**src/hdl/pidc_pkg.sv**
```systemverilog
// Shared types, codes and microcode program of the PID pulse controller.
// Used by pidc_sequencer, pidc_datapath and pid_pwm_controller; no dependencies.
package pidc_pkg;

  // Step counter of the microcode sequencer
  localparam int unsigned STEP_W = 4;
  typedef logic [STEP_W-1:0] step_t;
  localparam step_t STEP_FETCH = 4'd0;
  localparam step_t STEP_FIRST = 4'd1;
  localparam step_t STEP_LAST  = 4'd8;

  // Operation codes carried on the input beat
  localparam logic [1:0] OP_TICK  = 2'd0;
  localparam logic [1:0] OP_STORE = 2'd1;
  localparam logic [1:0] OP_CLEAR = 2'd2;

  // Configuration register indexes
  localparam int unsigned REG_W = 3;
  localparam logic [REG_W-1:0] REG_GAIN_P      = 3'd0;
  localparam logic [REG_W-1:0] REG_GAIN_I      = 3'd1;
  localparam logic [REG_W-1:0] REG_GAIN_D      = 3'd2;
  localparam logic [REG_W-1:0] REG_TICK_PERIOD = 3'd3;
  localparam logic [REG_W-1:0] REG_TICK_RATE   = 3'd4;
  localparam logic [REG_W-1:0] REG_UPPER_LIMIT = 3'd5;
  localparam logic [REG_W-1:0] REG_LOWER_LIMIT = 3'd6;

  // Centre pulse width in microseconds
  localparam logic [12:0] CENTRE_US = 13'd1500;

  // Multiplier operand selection
  typedef logic [2:0] mul_sel_t;
  localparam mul_sel_t MUL_NONE       = 3'd0;
  localparam mul_sel_t MUL_ERR_PERIOD = 3'd1;
  localparam mul_sel_t MUL_DIFF_RATE  = 3'd2;
  localparam mul_sel_t MUL_P          = 3'd3;
  localparam mul_sel_t MUL_I_LO       = 3'd4;
  localparam mul_sel_t MUL_I_HI       = 3'd5;
  localparam mul_sel_t MUL_D          = 3'd6;

  // Use of the product registered in the previous step
  typedef logic [2:0] act_t;
  localparam act_t ACT_NONE  = 3'd0;
  localparam act_t ACT_SUM   = 3'd1;
  localparam act_t ACT_DERIV = 3'd2;
  localparam act_t ACT_P     = 3'd3;
  localparam act_t ACT_I_LO  = 3'd4;
  localparam act_t ACT_I     = 3'd5;
  localparam act_t ACT_D     = 3'd6;
  localparam act_t ACT_OUT   = 3'd7;

  // Sequencing of the step counter
  typedef logic [1:0] jmp_t;
  localparam jmp_t JMP_NEXT     = 2'd0;
  localparam jmp_t JMP_DISPATCH = 2'd1;
  localparam jmp_t JMP_FINISH   = 2'd2;

  typedef struct packed {
    mul_sel_t mul_sel;
    act_t     act;
    jmp_t     jmp;
  } uword_t;

  // Control handed from the sequencer to the datapath
  typedef struct packed {
    uword_t word;
    logic   commit;
  } seq_ctrl_t;

  typedef struct packed {
    logic [15:0] gain_p;
    logic [15:0] gain_i;
    logic [15:0] gain_d;
    logic [15:0] tick_period;
    logic [9:0]  tick_rate;
    logic [11:0] upper_limit;
    logic [11:0] lower_limit;
  } cfg_t;

  // Result beat, first member in the highest bits: p_part lands at bit 0
  typedef struct packed {
    logic [11:0] pulse_width;
    logic [12:0] offset_drive;
    logic [31:0] d_part;
    logic [31:0] i_part;
    logic [31:0] p_part;
  } res_t;

  // Microcode program: multiply in step n, consume the product in step n+1
  function automatic uword_t ucode(input step_t step);
    uword_t w;
    unique case (step)
      4'd0:    w = '{mul_sel: MUL_NONE,       act: ACT_NONE,  jmp: JMP_DISPATCH};
      4'd1:    w = '{mul_sel: MUL_ERR_PERIOD, act: ACT_NONE,  jmp: JMP_NEXT};
      4'd2:    w = '{mul_sel: MUL_DIFF_RATE,  act: ACT_SUM,   jmp: JMP_NEXT};
      4'd3:    w = '{mul_sel: MUL_P,          act: ACT_DERIV, jmp: JMP_NEXT};
      4'd4:    w = '{mul_sel: MUL_I_LO,       act: ACT_P,     jmp: JMP_NEXT};
      4'd5:    w = '{mul_sel: MUL_I_HI,       act: ACT_I_LO,  jmp: JMP_NEXT};
      4'd6:    w = '{mul_sel: MUL_D,          act: ACT_I,     jmp: JMP_NEXT};
      4'd7:    w = '{mul_sel: MUL_NONE,       act: ACT_D,     jmp: JMP_NEXT};
      4'd8:    w = '{mul_sel: MUL_NONE,       act: ACT_OUT,   jmp: JMP_FINISH};
      default: w = '{mul_sel: MUL_NONE,       act: ACT_NONE,  jmp: JMP_DISPATCH};
    endcase
    return w;
  endfunction

  // Saturate a signed value to the 32 bit range
  function automatic logic [31:0] sat32(input logic signed [47:0] x);
    logic [31:0] y;
    if (x > 48'sh0000_7FFF_FFFF) begin
      y = 32'h7FFF_FFFF;
    end else if (x < -48'sh0000_8000_0000) begin
      y = 32'h8000_0000;
    end else begin
      y = x[31:0];
    end
    return y;
  endfunction

endpackage

```
**src/hdl/pidc_sequencer.sv**
```systemverilog
// Microcode sequencer of the PID pulse controller: step counter and program lookup.
// Depends on pidc_pkg (program table, codes, control struct).
module pidc_sequencer (
  input  logic                 clk,
  input  logic                 rst_n,
  input  logic                 in_valid,
  input  logic [1:0]           in_op,
  input  logic                 out_free,
  output logic                 in_ready,
  output pidc_pkg::seq_ctrl_t  ctrl
);

  pidc_pkg::step_t  step_r;
  pidc_pkg::step_t  step_nxt;
  pidc_pkg::uword_t word;
  logic             commit;

  assign word = pidc_pkg::ucode(step_r);

  // Pick the next step from the jump field
  always_comb begin
    step_nxt = step_r;
    commit   = 1'b1;
    unique case (word.jmp)
      pidc_pkg::JMP_DISPATCH: begin
        if (in_valid && in_op == pidc_pkg::OP_TICK) begin
          step_nxt = pidc_pkg::STEP_FIRST;
        end
      end
      pidc_pkg::JMP_FINISH: begin
        commit = out_free;
        if (out_free) begin
          step_nxt = pidc_pkg::STEP_FETCH;
        end
      end
      pidc_pkg::JMP_NEXT: begin
        step_nxt = step_r + pidc_pkg::step_t'(1);
      end
      default: begin
        step_nxt = pidc_pkg::STEP_FETCH;
      end
    endcase
  end

  always_ff @(posedge clk) begin
    if (!rst_n) begin
      step_r <= pidc_pkg::STEP_FETCH;
    end else begin
      step_r <= step_nxt;
    end
  end

  assign in_ready = (word.jmp == pidc_pkg::JMP_DISPATCH);
  assign ctrl     = '{word: word, commit: commit};

  a_step_range: assert property (@(posedge clk) disable iff (!rst_n)
    step_r <= pidc_pkg::STEP_LAST)
    else $error("step counter left the program");

  a_tick_start: assert property (@(posedge clk) disable iff (!rst_n)
    (in_ready && in_valid && in_op == pidc_pkg::OP_TICK) |=> step_r == pidc_pkg::STEP_FIRST)
    else $error("tick beat did not start the program");

  a_finish_hold: assert property (@(posedge clk) disable iff (!rst_n)
    (word.jmp == pidc_pkg::JMP_FINISH && !out_free) |=> $stable(step_r))
    else $error("final step left while the result slot was full");

endmodule

```
**src/hdl/pidc_datapath.sv**
```systemverilog
// Datapath of the PID pulse controller: shared 17x28 multiplier, loop state and terms.
// Depends on pidc_pkg (codes, config and result structs, saturation helper).
module pidc_datapath (
  input  logic                 clk,
  input  logic                 rst_n,
  input  pidc_pkg::cfg_t       cfg,
  input  pidc_pkg::seq_ctrl_t  ctrl,
  input  logic                 in_fire,
  input  logic [1:0]           in_op,
  input  logic [15:0]          in_err,
  output pidc_pkg::res_t       res
);

  // Loop state
  logic signed [15:0] held_r;
  logic signed [15:0] prior_r;
  logic signed [47:0] sum_r;
  logic signed [47:0] sum_nxt;

  // Product and term registers
  logic signed [44:0] prod_r;
  logic signed [26:0] deriv_r;
  logic signed [20:0] ilo_r;
  logic [31:0]        p_r;
  logic [31:0]        i_r;
  logic [31:0]        d_r;

  logic signed [16:0] mul_a;
  logic signed [27:0] mul_b;
  logic signed [44:0] prod_nxt;
  logic signed [48:0] sum_wide;
  logic signed [44:0] rnd8;
  logic signed [44:0] rnd24;
  logic signed [45:0] i_full;
  logic signed [34:0] total;
  logic [11:0]        pulse;
  logic               act_en;

  // Select multiplier operands
  always_comb begin
    mul_a = '0;
    mul_b = '0;
    case (ctrl.word.mul_sel)
      pidc_pkg::MUL_ERR_PERIOD: begin
        mul_a = {held_r[15], held_r};
        mul_b = {12'd0, cfg.tick_period};
      end
      pidc_pkg::MUL_DIFF_RATE: begin
        mul_a = {prior_r[15], prior_r} - {held_r[15], held_r};
        mul_b = {18'd0, cfg.tick_rate};
      end
      pidc_pkg::MUL_P: begin
        mul_a = {cfg.gain_p[15], cfg.gain_p};
        mul_b = {{12{held_r[15]}}, held_r};
      end
      pidc_pkg::MUL_I_LO: begin
        mul_a = {cfg.gain_i[15], cfg.gain_i};
        mul_b = {4'd0, sum_r[23:0]};
      end
      pidc_pkg::MUL_I_HI: begin
        mul_a = {cfg.gain_i[15], cfg.gain_i};
        mul_b = {{4{sum_r[47]}}, sum_r[47:24]};
      end
      pidc_pkg::MUL_D: begin
        mul_a = {cfg.gain_d[15], cfg.gain_d};
        mul_b = {deriv_r[26], deriv_r};
      end
      default: begin
        mul_a = '0;
        mul_b = '0;
      end
    endcase
  end

  assign prod_nxt = mul_a * mul_b;

  // Integral update with saturation to 48 bits
  assign sum_wide = 49'(sum_r) + 49'(prod_r);
  always_comb begin
    if (sum_wide[48] != sum_wide[47]) begin
      sum_nxt = sum_wide[48] ? {1'b1, 47'd0} : {1'b0, {47{1'b1}}};
    end else begin
      sum_nxt = sum_wide[47:0];
    end
  end

  // Round to nearest, ties up: add half then shift arithmetically
  assign rnd8   = (prod_r + 45'sd128) >>> 8;
  assign rnd24  = (prod_r + 45'sd8388608) >>> 24;
  assign i_full = 46'(prod_r) + 46'(ilo_r);

  // Pulse sum and clamp, upper limit first
  assign total = 35'sd1500 + 35'($signed(p_r)) + 35'($signed(i_r)) + 35'($signed(d_r));
  always_comb begin
    if (total > $signed({23'd0, cfg.upper_limit})) begin
      pulse = cfg.upper_limit;
    end else if (total < $signed({23'd0, cfg.lower_limit})) begin
      pulse = cfg.lower_limit;
    end else begin
      pulse = total[11:0];
    end
  end

  assign act_en = ctrl.commit;

  // Loop state: input beats and tick updates
  always_ff @(posedge clk) begin
    if (!rst_n) begin
      held_r  <= '0;
      prior_r <= '0;
      sum_r   <= '0;
    end else begin
      if (in_fire) begin
        case (in_op)
          pidc_pkg::OP_STORE: begin
            held_r <= in_err;
            sum_r  <= '0;
          end
          pidc_pkg::OP_CLEAR: begin
            sum_r <= '0;
          end
          default: begin
          end
        endcase
      end
      if (act_en && ctrl.word.act == pidc_pkg::ACT_SUM) begin
        sum_r <= sum_nxt;
      end
      if (act_en && ctrl.word.act == pidc_pkg::ACT_OUT) begin
        prior_r <= held_r;
      end
    end
  end

  // Product and term registers
  always_ff @(posedge clk) begin
    prod_r <= prod_nxt;
    if (act_en) begin
      case (ctrl.word.act)
        pidc_pkg::ACT_DERIV: deriv_r <= prod_r[26:0];
        pidc_pkg::ACT_P:     p_r     <= pidc_pkg::sat32(48'(rnd8));
        pidc_pkg::ACT_I_LO:  ilo_r   <= rnd24[20:0];
        pidc_pkg::ACT_I:     i_r     <= pidc_pkg::sat32(48'(i_full));
        pidc_pkg::ACT_D:     d_r     <= pidc_pkg::sat32(48'(rnd8));
        default: begin
        end
      endcase
    end
  end

  assign res.p_part       = p_r;
  assign res.i_part       = i_r;
  assign res.d_part       = d_r;
  assign res.pulse_width  = pulse;
  assign res.offset_drive = {1'b0, pulse} - pidc_pkg::CENTRE_US;

endmodule

```
**src/hdl/pid_pwm_controller.sv**
```systemverilog
// Top level of the PID pulse controller: config registers, stream ports, result register.
// Depends on pidc_pkg, pidc_sequencer and pidc_datapath.

// A store beat (tuser 1) latches tdata as the new error and clears the integral, a clear
// beat (tuser 2) clears the integral; both give no result, as does tuser 3. A tick beat
// (tuser 0) runs a microcode program of one dispatch step and eight steps. The first six
// steps use the one shared 17x28 multiplier in turn for the integral increment,
// derivative and the P, I (two halves) and D products, each product being used in the
// step after; the input is not ready again until the last step has written its result
// to the output register. If that register still holds an untaken result, the last
// step waits for it. The result beat carries P, I and D terms, the clamped pulse and
// its offset from 1500 us.
// Configuration is taken at any time on the cfg port and must be written while idle.
module pid_pwm_controller (
  input  logic         clk,
  input  logic         rst_n,
  // Input stream
  input  logic         in_tvalid,
  output logic         in_tready,
  input  logic [15:0]  in_tdata,   // [15:0] error_value
  input  logic [1:0]   in_tuser,   // [1:0] operation
  // Result stream
  output logic         out_tvalid,
  input  logic         out_tready,
  output logic [127:0] out_tdata,  // [31:0] p_part, [63:32] i_part, [95:64] d_part,
                                   // [108:96] offset_drive, [120:109] pulse_width, rest 0
  // Configuration write channel
  input  logic         cfg_valid,
  output logic         cfg_ready,
  input  logic [2:0]   cfg_index,
  input  logic [15:0]  cfg_data
);

  pidc_pkg::cfg_t      cfg_r;
  pidc_pkg::seq_ctrl_t ctrl;
  pidc_pkg::res_t      res;
  pidc_pkg::res_t      out_data_r;
  logic                out_valid_r;
  logic                out_free;
  logic                out_load;
  logic                in_fire;

  assign cfg_ready = 1'b1;

  // Write configuration registers
  always_ff @(posedge clk) begin
    if (!rst_n) begin
      cfg_r.gain_p      <= 16'd256;
      cfg_r.gain_i      <= 16'd0;
      cfg_r.gain_d      <= 16'd0;
      cfg_r.tick_period <= 16'd3277;
      cfg_r.tick_rate   <= 10'd20;
      cfg_r.upper_limit <= 12'd2000;
      cfg_r.lower_limit <= 12'd1000;
    end else if (cfg_valid) begin
      unique case (cfg_index)
        pidc_pkg::REG_GAIN_P:      cfg_r.gain_p      <= cfg_data;
        pidc_pkg::REG_GAIN_I:      cfg_r.gain_i      <= cfg_data;
        pidc_pkg::REG_GAIN_D:      cfg_r.gain_d      <= cfg_data;
        pidc_pkg::REG_TICK_PERIOD: cfg_r.tick_period <= cfg_data;
        pidc_pkg::REG_TICK_RATE:   cfg_r.tick_rate   <= cfg_data[9:0];
        pidc_pkg::REG_UPPER_LIMIT: cfg_r.upper_limit <= cfg_data[11:0];
        pidc_pkg::REG_LOWER_LIMIT: cfg_r.lower_limit <= cfg_data[11:0];
        default: begin
        end
      endcase
    end
  end

  assign in_fire  = in_tvalid && in_tready;
  assign out_free = !out_valid_r || out_tready;

  pidc_sequencer u_seq (
    .clk      (clk),
    .rst_n    (rst_n),
    .in_valid (in_tvalid),
    .in_op    (in_tuser),
    .out_free (out_free),
    .in_ready (in_tready),
    .ctrl     (ctrl)
  );

  pidc_datapath u_dp (
    .clk     (clk),
    .rst_n   (rst_n),
    .cfg     (cfg_r),
    .ctrl    (ctrl),
    .in_fire (in_fire),
    .in_op   (in_tuser),
    .in_err  (in_tdata),
    .res     (res)
  );

  // Hold the result beat until taken
  assign out_load = ctrl.commit && (ctrl.word.act == pidc_pkg::ACT_OUT);

  always_ff @(posedge clk) begin
    if (!rst_n) begin
      out_valid_r <= 1'b0;
    end else if (out_load) begin
      out_valid_r <= 1'b1;
    end else if (out_tready) begin
      out_valid_r <= 1'b0;
    end
  end

  always_ff @(posedge clk) begin
    if (out_load) begin
      out_data_r <= res;
    end
  end

  assign out_tvalid = out_valid_r;
  assign out_tdata  = {7'd0, out_data_r};

endmodule
```
**config.mk**
```make
export PLATFORM = sky130hd
export DESIGN_NAME = pid_pwm_controller
export DESIGN_NICKNAME = d
export VERILOG_FILES = /design/src/hdl/pidc_pkg.sv /design/src/hdl/pidc_sequencer.sv /design/src/hdl/pidc_datapath.sv /design/src/hdl/pid_pwm_controller.sv
export SDC_FILE = /design/constraint.sdc
export NUM_CORES = 2
export LEC_CHECK = 0
export BUFFER_PORTS_ARGS = -buffer_cell sky130_fd_sc_hd__buf_2
export CORE_ASPECT_RATIO = 0.8
export CORE_MARGIN = 2
export CORE_UTILIZATION = 59
export CTS_BUF_LIST = sky130_fd_sc_hd__clkbuf_2
export DETAILED_ROUTE_END_ITERATION = 12
export GPL_ROUTABILITY_DRIVEN = 0
export PLACE_DENSITY = 0.87
export REMOVE_ABC_BUFFERS = 1
export SLEW_MARGIN = 20
export SYNTH_ARGS = -nofsm -noshare
export SYNTH_HDL_FRONTEND = slang
export SYNTH_HIERARCHICAL = 1
export SYNTH_SLANG_ARGS = --single-unit
```
**constraint.sdc**
```tcl
create_clock -name clk -period 10 [get_ports clk]
set_clock_uncertainty 0.2 [all_clocks]
set_input_delay 2 -clock clk [delete_from_list [all_inputs] [get_ports clk]]
set_output_delay 2 -clock clk [all_outputs]
set_load 0.01 [all_outputs]
```
==> reports/metrics.cfg <==
[synthesis]
ys_seq_elements=501
async_flop_share_pct=0
syn_inst=4738
synth_top_flop_cell=edfxtp_1
synth-edff-count=265
ys_warn_count=6
syn_area_per_cell_sq_um=9.47
synth-seq-area-share_pct=28.3
syn_area_sq_um=44900
synth.distinct_cells=100

[critical_path]
start_kind=flop
critPathMaxFanout=7
critPathSlowestCell=fa_1
setup.worst_path.class=reg2reg
cp.arrival_ns=10.52
crit_required_ns=10.85
setup.worst_path.end_class=flop
cp_common_cell=fa_1
max_stage_delay_ns=0.55

[die]
num_rows=90
coreArea_sq_um=75300
die_w_um=312
ios=173
dieArea_sq_um=78300
die_y_um=251
start_util_pct=59.6

[clock_network]
numCtsBuffers=121
worst_skew_pair.late_latency_ns=1.29
clock_sinks=501
root_buffer=clkbuf_2
cts_tree=built
ctsHtreeMaxLevel=3
clk_path_buf_depth=3
cts.clk_slew.worst_paths_ns=0.11

[grt]
grt_pass1_vias=37300
antenna_found_initial=4
grt_use_total_pct=32.1
grt_start_max_net_pins=97
grt_overflow=0
grt_pass1_wl_mm=199

[final_layout]
final_area_sq_um=48500
fill_cells=5704
final_cell_mix=inv_1 (610), nand2_1 (593), fa_1 (488)
register_area_sq_um=12700
area_growth_pct=8.06
fin_cells=6079
multi_input_area_sq_um=29400
drive_above_1_share_pct=11.5
nets=5802
final_common_cell=inv_1

[worst_hold_path]
hold_path_class=reg2reg

[placement]
placed_cell_area_sq_um=47200
dp_cells=5845
port_buffers=164
place_hpwl_mm=97.4
dp_worst_setup_slack_ns=-0.202

[sta]
finalHoldViolCount=0
period_needed_ns=9.68
relSlewSlack_pct=20.9
fin_ws_ns=0.325
tightest_slew_ns=1.19
setup_violations=0
period_share_pct=96.8
fmax_ghz=0.103
slew_violations=0
hold_slack_ns=0.256

[drt]
wl_per_cell_um=20.6
viasPerCell=6.06
first_pass_iters=7
routed_wl_mm=125
vias=36800
dr.first_iter.drc_count=4519
drc=0
ant_nets=0

[pwr]
p_comb_share_pct=28.9
switching_power_mw=2.02
p_leak_nw=22.5
p_per_area_nw_per_um2=109
seqPwrFrac_pct=45.2
irDropWorstVdd_mv=0.0726
clock_power_share_pct=25.9
switching_share_pct=38.1
p_int_mw=3.29

[flow_run]
maxCapViolations=0

[outcome]
status=complete, no violations

[timing repair]
item,CTS,global route
gates cloned,0,1
gates resized for setup,10,40
setup buffers,1,2
hold buffers,0,0
pin swaps,1,12
endpoints found under the setup margin,6,14
[final timing paths]
kind | end | slack, ns | startpoint | cells after the start
max | u_dp/prod_r[43] | 0.32 | u_dp/prior_r[0] | 40
min | u_dp/deriv_r[5] | 0.26 | u_dp/prod_r[5] | 0
max reg2reg | u_dp/prod_r[43] | 0.32 | u_dp/prior_r[0] | 40
min reg2reg | u_dp/deriv_r[5] | 0.26 | u_dp/prod_r[5] | 0
[logic make-up (layout without fill, tap and decap cells)]
group | Yosys count | after routing | synth area share [%]
and+or+nand+nor | 1418 | 1418 | 14.4
AOI/OAI and AO/OA | 861 | 861 | 12.5
buffers and inverters | 802 | 1122 | 7.00
adders and majority gates | 800 | 800 | 30.5
DFF | 501 | 501 | 28.3
xor gates and xnor gates | 207 | 207 | 4.06
muxes | 147 | 147 | 3.30
other | 2 | 11 | 0.0167
[stage by stage]
stage	TNS, ns	total power, mW	utilization [%]
2_1_floorplan	-0.577	3.32	-
5_1_grt	-0.117	5.53	64.4
6_report	0	5.31	64.4
3_5_place_dp	-0.388	3.88	62.6
3_3_place_gp	0	3.84	62.6
4_1_cts	0	5.23	64.1
[power by group through the flow]
| stage | registers, mW | clock network (mW) | logic [mW] |
|---|---|---|---|
| floorplan | 2.40 | 0 | 0.916 |
| global placement | 2.44 | 0 | 1.40 |
| detailed placement | 2.44 | 0 | 1.45 |
| CTS | 2.39 | 1.38 | 1.46 |
| global route | 2.40 | 1.49 | 1.64 |
| finish | 2.40 | 1.38 | 1.53 |
[final cells by class]
type	count	share of cell area, %
sequential	501	26.2
tap	1012	2.61
clock inverter	51	0.485
clock buffer	176	1.82
timing repair buffer	283	3.62
inverter	612	4.74
multi-input combinational	3441	60.5
antenna	3	0.0155
[layer usage]
layer / track usage [%] / vias up / wire length, um
li1: - / 16300 / -
met1: 43.2 / 17700 / 48300
met2: 49.6 / 2400 / 55600
met3: 8.35 / 456 / 16000
met4: 13.1 / 4 / 5540
met5: 0 / - / 35
[state kept, by name, indices dropped and copies added, names as in the netlist]
register and cells:
cfg_r 98, out_tdata 121, out_tvalid 1, u_dp/d_r 32, u_dp/deriv_r 27, u_dp/held_r 16, u_dp/i_r 32, u_dp/ilo_r 21
u_dp/p_r 32, u_dp/prior_r 16, u_dp/prod_r 45, u_dp/sum_r 48, u_seq/step_r 4, u_seq/word 8
[critical path, delay by kind of cell (launching register included)]
kind | cells | cell delay, ns
flops | 1 | 0.36
xor+xnor | 1 | 0.13
fa+ha+maj | 9 | 4.07
compound gates | 17 | 3.08
simple gates | 7 | 1.02
buf+inv | 6 | 0.62
[cell usage after synthesis, types with 22 or more instances]
master | instances | share of area, %
nor2b_1 | 71 | 0.99
o21ai_1 | 59 | 0.66
and2_1 | 50 | 0.70
xor2_1 | 84 | 1.6
ha_1 | 312 | 8.7
clkbuf_1 | 128 | 1.1
or3_1 | 22 | 0.31
a21o_1 | 113 | 1.9
o21a_1 | 39 | 0.65
o21ai_0 | 197 | 2.2
and3_1 | 31 | 0.43
nand2_1 | 594 | 5.0
mux2i_1 | 141 | 3.1
a21boi_0 | 47 | 0.79
edfxtp_1 | 265 | 18
nor3_1 | 41 | 0.46
nand4_1 | 37 | 0.52
o21bai_1 | 25 | 0.42
a21oi_1 | 177 | 2.0
nand3_1 | 66 | 0.74
inv_1 | 611 | 5.1
nand2b_1 | 51 | 0.71
dfxtp_1 | 236 | 11
xnor2_1 | 122 | 2.4
nor2_1 | 378 | 3.2
fa_1 | 488 | 22
a31oi_1 | 23 | 0.32
(Power assumes the default switching activity.)
